### src/hw/rtl/urm_pkg.sv
`default_nettype none

package urm_pkg;

  // Item kinds on the input channel. The fourth code has no meaning and is
  // served by a default arm wherever the kind is decoded.
  typedef enum logic [1:0] {
    OP_READ  = 2'd0,
    OP_WRITE = 2'd1,
    OP_RX    = 2'd2
  } op_t;

  // Register offsets from the device base.
  localparam logic [2:0] OFF_RBR = 3'd0;
  localparam logic [2:0] OFF_IER = 3'd1;
  localparam logic [2:0] OFF_IIR = 3'd2;
  localparam logic [2:0] OFF_LCR = 3'd3;
  localparam logic [2:0] OFF_MCR = 3'd4;
  localparam logic [2:0] OFF_LSR = 3'd5;
  localparam logic [2:0] OFF_MSR = 3'd6;
  localparam logic [2:0] OFF_SCR = 3'd7;

  // Fixed register values and bit masks.
  localparam logic [7:0] MSR_VALUE     = 8'h90;
  localparam logic [7:0] IER_MASK      = 8'h0f;
  localparam logic [7:0] IIR_FIFO_BITS = 8'hC0;
  localparam logic [7:0] IIR_RX_DATA   = 8'h04;
  localparam logic [7:0] IIR_TX_EMPTY  = 8'h02;
  localparam logic [7:0] IIR_NONE      = 8'h01;
  localparam logic [7:0] LSR_DR_BIT    = 8'h01;
  localparam logic [7:0] LSR_THRE_BIT  = 8'h20;
  localparam logic [7:0] LSR_TEMT_BIT  = 8'h40;

  // Bit positions inside registers.
  localparam int DLAB_POS     = 7;
  localparam int IE_RX_POS    = 0;
  localparam int IE_TX_POS    = 1;
  localparam int FCR_CLR_POS  = 1;

  // Depth of the output queue.
  localparam logic [1:0] Q_FULL = 2'd2;

  // One result item as delivered on the output channel.
  typedef struct packed {
    logic [7:0] read_data;
    logic       tx_valid;
    logic [7:0] tx_byte;
    logic       rx_overflow;
    logic       irq;
  } result_t;

  // Result of the decode stage; read_data comes from the FIFO memory
  // when use_mem is set.
  typedef struct packed {
    result_t res;
    logic    use_mem;
  } stage_t;

endpackage

`default_nettype wire

### src/hw/rtl/urm_rx_mem.sv
`default_nettype none

module urm_rx_mem #(
  parameter int RX_DEPTH = 16
) (
  input  wire logic                        clk,
  input  wire logic                        wr_en,
  input  wire logic [$clog2(RX_DEPTH)-1:0] wr_addr,
  input  wire logic [7:0]                  wr_data,
  input  wire logic                        rd_en,
  input  wire logic [$clog2(RX_DEPTH)-1:0] rd_addr,
  output logic      [7:0]                  rd_data
);

  logic [7:0] mem [RX_DEPTH];

  // Synchronous write port and registered read port; read data holds
  // until the next read.
  always_ff @(posedge clk) begin
    if (wr_en) begin
      mem[wr_addr] <= wr_data;
    end
    if (rd_en) begin
      rd_data <= mem[rd_addr];
    end
  end

endmodule

`default_nettype wire

### src/hw/rtl/urm_ctrl.sv
`default_nettype none

module urm_ctrl #(
  parameter int RX_DEPTH = 16
) (
  input  wire logic                        clk,
  input  wire logic                        rst,
  input  wire logic                        accept,
  input  wire logic [1:0]                  opcode,
  input  wire logic [2:0]                  reg_offset,
  input  wire logic [7:0]                  data,
  input  wire logic                        p_move,
  output logic                             mem_wr_en,
  output logic      [$clog2(RX_DEPTH)-1:0] mem_wr_addr,
  output logic      [7:0]                  mem_wr_data,
  output logic                             mem_rd_en,
  output logic      [$clog2(RX_DEPTH)-1:0] mem_rd_addr,
  output logic                             p_valid,
  output urm_pkg::stage_t                  p_stage
);

  import urm_pkg::*;

  localparam int PTR_W  = $clog2(RX_DEPTH);
  localparam int FILL_W = $clog2(RX_DEPTH + 1);
  localparam logic [PTR_W-1:0]  PTR_LAST  = PTR_W'(RX_DEPTH - 1);
  localparam logic [FILL_W-1:0] FILL_FULL = FILL_W'(RX_DEPTH);

  logic [PTR_W-1:0]  head, head_next;
  logic [PTR_W-1:0]  tail, tail_next;
  logic [FILL_W-1:0] fill, fill_next;
  logic [3:0]        ier, ier_next;
  logic [7:0]        lcr, lcr_next;
  logic [7:0]        mcr, mcr_next;
  logic [7:0]        scr, scr_next;
  logic [7:0]        dll, dll_next;
  logic [7:0]        dlm, dlm_next;
  logic              pend, pend_next;
  stage_t            st;
  logic              dlab;
  logic              rx_act;
  logic              tx_act;

  assign dlab   = lcr[DLAB_POS];
  assign rx_act = ier[IE_RX_POS] && (fill != '0);
  assign tx_act = ier[IE_TX_POS] && pend;

  assign mem_wr_addr = tail;
  assign mem_wr_data = data;
  assign mem_rd_addr = head;

  // Decode of one transaction: register updates, FIFO pointer moves and
  // the partial result.
  always_comb begin
    head_next = head;
    tail_next = tail;
    fill_next = fill;
    ier_next  = ier;
    lcr_next  = lcr;
    mcr_next  = mcr;
    scr_next  = scr;
    dll_next  = dll;
    dlm_next  = dlm;
    pend_next = pend;
    mem_wr_en = 1'b0;
    mem_rd_en = 1'b0;
    st        = '0;
    if (accept) begin
      case (op_t'(opcode))
        OP_READ: begin
          unique case (reg_offset)
            OFF_RBR: begin
              if (dlab) begin
                st.res.read_data = dll;
              end else if (fill != '0) begin
                mem_rd_en  = 1'b1;
                st.use_mem = 1'b1;
                head_next  = (head == PTR_LAST) ? '0 : head + 1'b1;
                fill_next  = fill - 1'b1;
              end
            end
            OFF_IER: st.res.read_data = dlab ? dlm : {4'b0, ier};
            OFF_IIR: begin
              if (rx_act) begin
                st.res.read_data = IIR_FIFO_BITS | IIR_RX_DATA;
              end else if (tx_act) begin
                st.res.read_data = IIR_FIFO_BITS | IIR_TX_EMPTY;
                pend_next = 1'b0;
              end else begin
                st.res.read_data = IIR_FIFO_BITS | IIR_NONE;
              end
            end
            OFF_LCR: st.res.read_data = lcr;
            OFF_MCR: st.res.read_data = mcr;
            OFF_LSR: begin
              st.res.read_data = LSR_THRE_BIT | LSR_TEMT_BIT |
                                 ((fill != '0) ? LSR_DR_BIT : 8'h00);
            end
            OFF_MSR: st.res.read_data = MSR_VALUE;
            OFF_SCR: st.res.read_data = scr;
            default: st.res.read_data = 8'h00;
          endcase
        end
        OP_WRITE: begin
          unique case (reg_offset)
            OFF_RBR: begin
              if (dlab) begin
                dll_next = data;
              end else begin
                st.res.tx_valid = 1'b1;
                st.res.tx_byte  = data;
                if (ier[IE_TX_POS]) begin
                  pend_next = 1'b1;
                end
              end
            end
            OFF_IER: begin
              if (dlab) begin
                dlm_next = data;
              end else begin
                ier_next = 4'(data & IER_MASK);
                if (data[IE_TX_POS] && !ier[IE_TX_POS]) begin
                  pend_next = 1'b1;
                end
              end
            end
            OFF_IIR: begin
              if (data[FCR_CLR_POS]) begin
                head_next = '0;
                tail_next = '0;
                fill_next = '0;
              end
            end
            OFF_LCR: lcr_next = data;
            OFF_MCR: mcr_next = data;
            OFF_SCR: scr_next = data;
            default: ;
          endcase
        end
        OP_RX: begin
          if (fill == FILL_FULL) begin
            st.res.rx_overflow = 1'b1;
          end else begin
            mem_wr_en = 1'b1;
            tail_next = (tail == PTR_LAST) ? '0 : tail + 1'b1;
            fill_next = fill + 1'b1;
          end
        end
        default: ;
      endcase
    end
    // Interrupt level as it stands after this transaction.
    st.res.irq = (ier_next[IE_RX_POS] && (fill_next != '0)) ||
                 (ier_next[IE_TX_POS] && pend_next);
  end

  // Register file and FIFO pointers.
  always_ff @(posedge clk) begin
    if (rst) begin
      head <= '0;
      tail <= '0;
      fill <= '0;
      ier  <= '0;
      lcr  <= '0;
      mcr  <= '0;
      scr  <= '0;
      dll  <= '0;
      dlm  <= '0;
      pend <= 1'b0;
    end else begin
      head <= head_next;
      tail <= tail_next;
      fill <= fill_next;
      ier  <= ier_next;
      lcr  <= lcr_next;
      mcr  <= mcr_next;
      scr  <= scr_next;
      dll  <= dll_next;
      dlm  <= dlm_next;
      pend <= pend_next;
    end
  end

  // Decode stage register, aligned with the memory read data.
  always_ff @(posedge clk) begin
    if (rst) begin
      p_valid <= 1'b0;
    end else begin
      p_valid <= accept || (p_valid && !p_move);
    end
  end

  always_ff @(posedge clk) begin
    if (accept) begin
      p_stage <= st;
    end
  end

  // The fill count stays within the FIFO depth.
  a_fill_range: assert property (@(posedge clk) disable iff (rst)
    fill <= FILL_FULL)
    else $error("FIFO fill count exceeds depth");

  // An empty FIFO has its read and write positions together.
  a_empty_ptrs: assert property (@(posedge clk) disable iff (rst)
    (fill == '0) |-> (head == tail))
    else $error("empty FIFO with pointers apart");

  // A memory read is always picked up by the decode stage.
  a_rd_stage: assert property (@(posedge clk) disable iff (rst)
    mem_rd_en |=> (p_valid && p_stage.use_mem))
    else $error("memory read without matching stage entry");

endmodule

`default_nettype wire

### src/hw/rtl/urm_out_q.sv
`default_nettype none

module urm_out_q (
  input  wire logic            clk,
  input  wire logic            rst,
  input  wire logic            p_valid,
  input  wire urm_pkg::stage_t p_stage,
  input  wire logic [7:0]      rd_data,
  output logic                 p_move,
  output logic      [1:0]      count,
  output logic                 out_valid,
  input  wire logic            out_stall,
  output logic      [7:0]      read_data,
  output logic                 tx_valid,
  output logic      [7:0]      tx_byte,
  output logic                 rx_overflow,
  output logic                 irq
);

  import urm_pkg::*;

  result_t ent [2];
  logic    wr_ptr;
  logic    rd_ptr;
  logic    pop;
  result_t res_in;
  result_t res_out;

  assign pop    = out_valid && !out_stall;
  assign p_move = p_valid && ((count != Q_FULL) || pop);

  // Fill in the popped FIFO byte for a data register read.
  always_comb begin
    res_in = p_stage.res;
    if (p_stage.use_mem) begin
      res_in.read_data = rd_data;
    end
  end

  // Two-entry queue of finished results.
  always_ff @(posedge clk) begin
    if (rst) begin
      count  <= '0;
      wr_ptr <= 1'b0;
      rd_ptr <= 1'b0;
    end else begin
      if (p_move) begin
        wr_ptr <= !wr_ptr;
      end
      if (pop) begin
        rd_ptr <= !rd_ptr;
      end
      count <= count + {1'b0, p_move} - {1'b0, pop};
    end
  end

  always_ff @(posedge clk) begin
    if (p_move) begin
      ent[wr_ptr] <= res_in;
    end
  end

  assign out_valid   = (count != '0);
  assign res_out     = ent[rd_ptr];
  assign read_data   = res_out.read_data;
  assign tx_valid    = res_out.tx_valid;
  assign tx_byte     = res_out.tx_byte;
  assign rx_overflow = res_out.rx_overflow;
  assign irq         = res_out.irq;

  // The queue never holds more than two results.
  a_count_range: assert property (@(posedge clk) disable iff (rst)
    count <= Q_FULL)
    else $error("output queue overfilled");

  // A full queue only takes a new result when one leaves.
  a_no_overrun: assert property (@(posedge clk) disable iff (rst)
    (p_move && (count == Q_FULL)) |-> pop)
    else $error("push into a full output queue");

endmodule

`default_nettype wire

### src/hw/rtl/uart_register_model_top.sv
`default_nettype none

// Simplified 16550 UART register file.
// Input channel (in_valid / in_stall) carries one transaction per item:
// a bus read, a bus write, or a received byte arriving (opcode, reg_offset,
// data). Output channel (out_valid / out_stall) returns exactly one result
// per transaction, in order: read_data, tx_valid, tx_byte, rx_overflow and
// the irq level after that transaction.
// Received bytes are kept in an RX_DEPTH-entry FIFO memory with a registered
// read port; registers and FIFO pointers update in the cycle the transaction
// is accepted, so back-to-back transactions see each other.
// The result of an accepted transaction is registered in the decode stage,
// then in the output queue, from which it is presented.
// Throughput is one transaction per cycle while the receiver keeps up.
// Reset empties the FIFO, zeroes every register and drops any results in
// flight. When the receiver stalls, up to three transactions are held (one
// in the decode stage, two in the output queue) before in_stall rises;
// in_stall is driven from registers only.
module uart_register_model_top #(
  parameter int RX_DEPTH = 16
) (
  input  wire logic       clk,
  input  wire logic       rst,
  input  wire logic       in_valid,
  output logic            in_stall,
  input  wire logic [1:0] opcode,
  input  wire logic [2:0] reg_offset,
  input  wire logic [7:0] data,
  output logic            out_valid,
  input  wire logic       out_stall,
  output logic      [7:0] read_data,
  output logic            tx_valid,
  output logic      [7:0] tx_byte,
  output logic            rx_overflow,
  output logic            irq
);

  import urm_pkg::*;

  localparam int PTR_W = $clog2(RX_DEPTH);

  logic             accept;
  logic             mem_wr_en;
  logic [PTR_W-1:0] mem_wr_addr;
  logic [7:0]       mem_wr_data;
  logic             mem_rd_en;
  logic [PTR_W-1:0] mem_rd_addr;
  logic [7:0]       mem_rd_data;
  logic             p_valid;
  stage_t           p_stage;
  logic             p_move;
  logic [1:0]       q_count;

  // Hold off new transactions once the decode stage and queue are full.
  assign in_stall = p_valid && (q_count == Q_FULL);
  assign accept   = in_valid && !in_stall;

  urm_ctrl #(
    .RX_DEPTH (RX_DEPTH)
  ) u_ctrl (
    .clk         (clk),
    .rst         (rst),
    .accept      (accept),
    .opcode      (opcode),
    .reg_offset  (reg_offset),
    .data        (data),
    .p_move      (p_move),
    .mem_wr_en   (mem_wr_en),
    .mem_wr_addr (mem_wr_addr),
    .mem_wr_data (mem_wr_data),
    .mem_rd_en   (mem_rd_en),
    .mem_rd_addr (mem_rd_addr),
    .p_valid     (p_valid),
    .p_stage     (p_stage)
  );

  urm_rx_mem #(
    .RX_DEPTH (RX_DEPTH)
  ) u_rx_mem (
    .clk     (clk),
    .wr_en   (mem_wr_en),
    .wr_addr (mem_wr_addr),
    .wr_data (mem_wr_data),
    .rd_en   (mem_rd_en),
    .rd_addr (mem_rd_addr),
    .rd_data (mem_rd_data)
  );

  urm_out_q u_out_q (
    .clk         (clk),
    .rst         (rst),
    .p_valid     (p_valid),
    .p_stage     (p_stage),
    .rd_data     (mem_rd_data),
    .p_move      (p_move),
    .count       (q_count),
    .out_valid   (out_valid),
    .out_stall   (out_stall),
    .read_data   (read_data),
    .tx_valid    (tx_valid),
    .tx_byte     (tx_byte),
    .rx_overflow (rx_overflow),
    .irq         (irq)
  );

endmodule

`default_nettype wire
### config.mk
export PLATFORM = sky130hd
export DESIGN_NAME = uart_register_model_top
export DESIGN_NICKNAME = d
export VERILOG_FILES = /design/src/hw/rtl/urm_pkg.sv /design/src/hw/rtl/urm_rx_mem.sv /design/src/hw/rtl/urm_ctrl.sv /design/src/hw/rtl/urm_out_q.sv /design/src/hw/rtl/uart_register_model_top.sv
export SDC_FILE = /design/constraint.sdc
export NUM_CORES = 1
export LEC_CHECK = 0
export BUFFER_PORTS_ARGS = -buffer_cell sky130_fd_sc_hd__buf_2
export CAP_MARGIN = 20
export CORE_ASPECT_RATIO = 1.4
export CORE_UTILIZATION = 65
export CTS_BUF_LIST = sky130_fd_sc_hd__clkbuf_16
export CTS_CLUSTER_DIAMETER = 40
export CTS_CLUSTER_SIZE = 40
export DETAILED_ROUTE_END_ITERATION = 8
export PLACE_DENSITY = 0.83
export SYNTH_ARGS = -nofsm -noshare
export SYNTH_HDL_FRONTEND = slang
export SYNTH_SLANG_ARGS = --single-unit
export TNS_END_PERCENT = 1
### constraint.sdc
create_clock -name clk -period 5.1 [get_ports clk]
set_clock_uncertainty 0.1 [all_clocks]
set_input_delay 0 -clock clk [delete_from_list [all_inputs] [get_ports clk]]
set_output_delay 0 -clock clk [all_outputs]
set_load 0.05 [all_outputs]
==> run metrics <==
TritonCTS Sinks between 200 and 300; CP required roughly 5100 ps; vias in the first global route 6463; Synth Area per Inst 14.8 um^2; DRT Pass-1 Iters 5; cell count after synthesis 727; crit path buf inv count 1; GRT overflow 0; initial antenna violation count 0; crit-path leading delay family simple AND/OR/NAND/NOR gates; post-CTS sizing 0; Post-Synth Adder-Cell Area 0.0105; DRT iter0 DRCs 543; pin count of the biggest net entering global routing 65; area grow syn2layout 11.6%; number of distinct library cells after synthesis 63; RSZ-0062 raised after global routing false; actual slew at the worst max-slew pin 1100 ps; async set-reset flop share out of synthesis 0; Final GP Congestion 0.865; VDD IR-drop max 0.000405 V; Synth Cell Area 0.0107 mm^2; slowest stage delay, CP 890 ps; Critical Path AT 3380 ps; Core Region between 0.015 and 0.02 mm^2; cts bufs inserted 23; drt drc 0; Detailed Route WL 22200 um; final setup fails 0; sequential-to-total area share from yosys stat 0.662; fin. max-slew vios 0; gr usage total 0.267; worst skew pair latency approximately 520 ps; P per Cell Area 382 mW/mm^2; CP Cell Sequence inv_1, ha_1, nor3b_2, a2111oi_2, nand2_1, nor3_1; Reg area 0.00711 mm^2; Tmin final approximately 3300 ps; Vert. Die Dim 154 um; Final Hold Vio Count 0; flops & latches, synth 258; Final Util 0.741; XOR/XNOR Fraction of Synth Area 0.00408; number of fillers in the final layout 944; Synth Area in Simple Gates 0.0972; Rel. slew slack 0.258; Net Count, Synth 753; vias 6374; mux cell area share after synthesis 0.155; H-tree Lvls 1; Routed wire per std cell between 20 and 25 um; crit end category register; post-CTS setup buffers 0; Initial Utilization 0.664; Die W 111 um; Synth Area in Compound Gates 0.0491; port bufs 37; Final WS setup 1760 ps; power share of the combinational group 0.111; clk root buf clkbuf_16; CP Class reg2reg; max-cap violations 0; largest family of logic cells by synthesized area multiplexers; Net Sw Frac 0.265; I/O Pins 38; Main synth FF type edfxtp_1; NetSw 1210 uW; Post-Layout Cell Count 986; post-place setup slack 1710 ps; Total Neg Setup Slack 0 ps; Multi-input gate area 0.00340 mm^2; worst r2r src u_ctrl.fill[0]; final period utilization 0.655; Startpoint Class register; startpoint of the worst hold path reg_offset[1]; Sequential Power Share 0.513; number of flops mapped to enable cells by yosys 194; hpwl dp 14500 um; Reg clk slew, reported paths 80 ps; die area roughly 0.017 mm^2; Slowest cell on crit path nor3_1; Vias/cell between 6 and 7; Internal roughly 3400 uW; leakage 0.00427 uW; CTS Hold Bufs 14; Max FO, Critical Path 8; hold crit path type in2reg; row count 55; CP startpoint u_ctrl.fill[0]; CTS Buffer Depth 3; clock power share 0.375; first-pass GRT wire length 35000 um; final-stage net count approximately 800; yosys warns 0; fmax 299 MHz; # diodes 0; placed insts 925; Antenna Nets Post-Route 0; share of cells above drive strength 1 0.217; CTS tree yes; status finished clean
-- routing by layer --
layer	part of all wire	GRT usage
met5	0	0
met4	0.043	0.124
met3	0.065	0.0331
met2	0.51	0.461
met1	0.38	0.339
-- synthesized netlist by cell type (all sizes together), types with 2 or more instances --
library cell	number	area, um^2
edfxtp	194	5830
nor2	79	297
dfxtp	64	1280
mux2i	43	430
nand2	43	164
mux4	40	901
mux2	30	338
clkbuf	26	97.6
a21oi	25	125
nand3	25	125
nor3	18	106
buf	15	85.1
inv	13	48.8
o21ai	13	68.8
and3	10	62.6
ha	9	113
nand2b	8	65.1
nor2b	8	50.1
a211oi	6	45.0
a31oi	6	52.6
nand4	5	31.3
a21o	4	30.0
a32oi	3	26.3
and2	3	18.8
nor4	3	33.8
xnor2	3	26.3
a2111oi	2	23.8
a211o	2	17.5
a221oi	2	17.5
a311oi	2	17.5
nand3b	2	18.8
o211ai	2	15.0
or2	2	12.5
xor2	2	17.5
-- kinds of logic after synthesis --
| kind of cell | Yosys count |
|---|---|
| AOI/OAI and AO/OA | 76 |
| xor gates and xnor gates | 5 |
| and+or+nand+nor | 212 |
| DFF | 258 |
| muxes | 113 |
| buffers and inverters | 54 |
| adders and majority gates | 9 |
-- sequential cells by signal (all words and copies together) (netlist names), named ones only --
signal and flops:
u_rx_mem.mem 128, u_out_q.ent 38, u_ctrl.p_stage 20, u_ctrl.dll 8
u_ctrl.dlm 8, u_ctrl.lcr 8, u_ctrl.mcr 8, u_ctrl.scr 8
u_rx_mem.rd_data 8, u_ctrl.fill 5, u_ctrl.ier 4, u_ctrl.mem_rd_addr 4
u_ctrl.mem_wr_addr 4, u_out_q.count 2, u_ctrl.p_valid 1, u_ctrl.pend 1
u_out_q.rd_ptr 1, u_out_q.wr_ptr 1
-- tightest hold or removal path: stages --
cell and delay [ps]:
buf_2 260, nand4_1 160, a31oi_1 110
-- cells in the final DEF (no fill, tap or decap), types with 6 or more instances in the layout --
cell type,instances
a211oi_1,6
a21oi_1,25
and3_1,10
buf_2,39
clkbuf_16,23
dfxtp_1,63
dlygate4sd3_1,15
edfxtp_1,194
ha_1,9
inv_1,14
mux2_2,30
mux2i_1,43
mux4_2,40
nand2_1,42
nand2b_1,6
nand3_1,25
nor2_1,79
nor2b_1,8
nor3_1,16
o21ai_0,11
-- worst paths after layout --
path | slack [ps] | cells after the start | endpoint
worst max-delay path | 1760 | 6 | u_rx_mem.mem[1][3]
worst min-delay path | 100 | 3 | u_ctrl.p_stage[14]
worst min register to register | 350 | 0 | u_out_q.ent[1][1]
worst max register to register | 1760 | 6 | u_rx_mem.mem[1][3]
-- metrics by stage --
stage               hold WS, ps  instance area [um^2]  total power, uW
finish                     97.1                 12000             4580
global route               90.0                 12000             4730
CTS                        69.5                 11900             4600
detailed placement          241                 11000             2900
global placement            260                 11000             2880
floorplan                 -1.13                 10700             2770
-- layout make-up --
type	count	share of cell area
flip-flops and latches	258	0.593
well taps	199	0.0208
multi-input cells	415	0.283
clock buffers	23	0.0480
repair buffers	59	0.0341
clock inverters	19	0.0162
inverters	13	0.00407
-- power by group through the flow --
stage | sequential [uW] | combinational, uW | clock, uW
3_5_place_dp | 2410 | 487 | 0
4_1_cts | 2360 | 500 | 1740
3_3_place_gp | 2400 | 476 | 0
6_report | 2350 | 510 | 1720
2_1_floorplan | 2370 | 394 | 0
5_1_grt | 2360 | 541 | 1820
No activity file was read; power rests on OpenSTA's default activity.
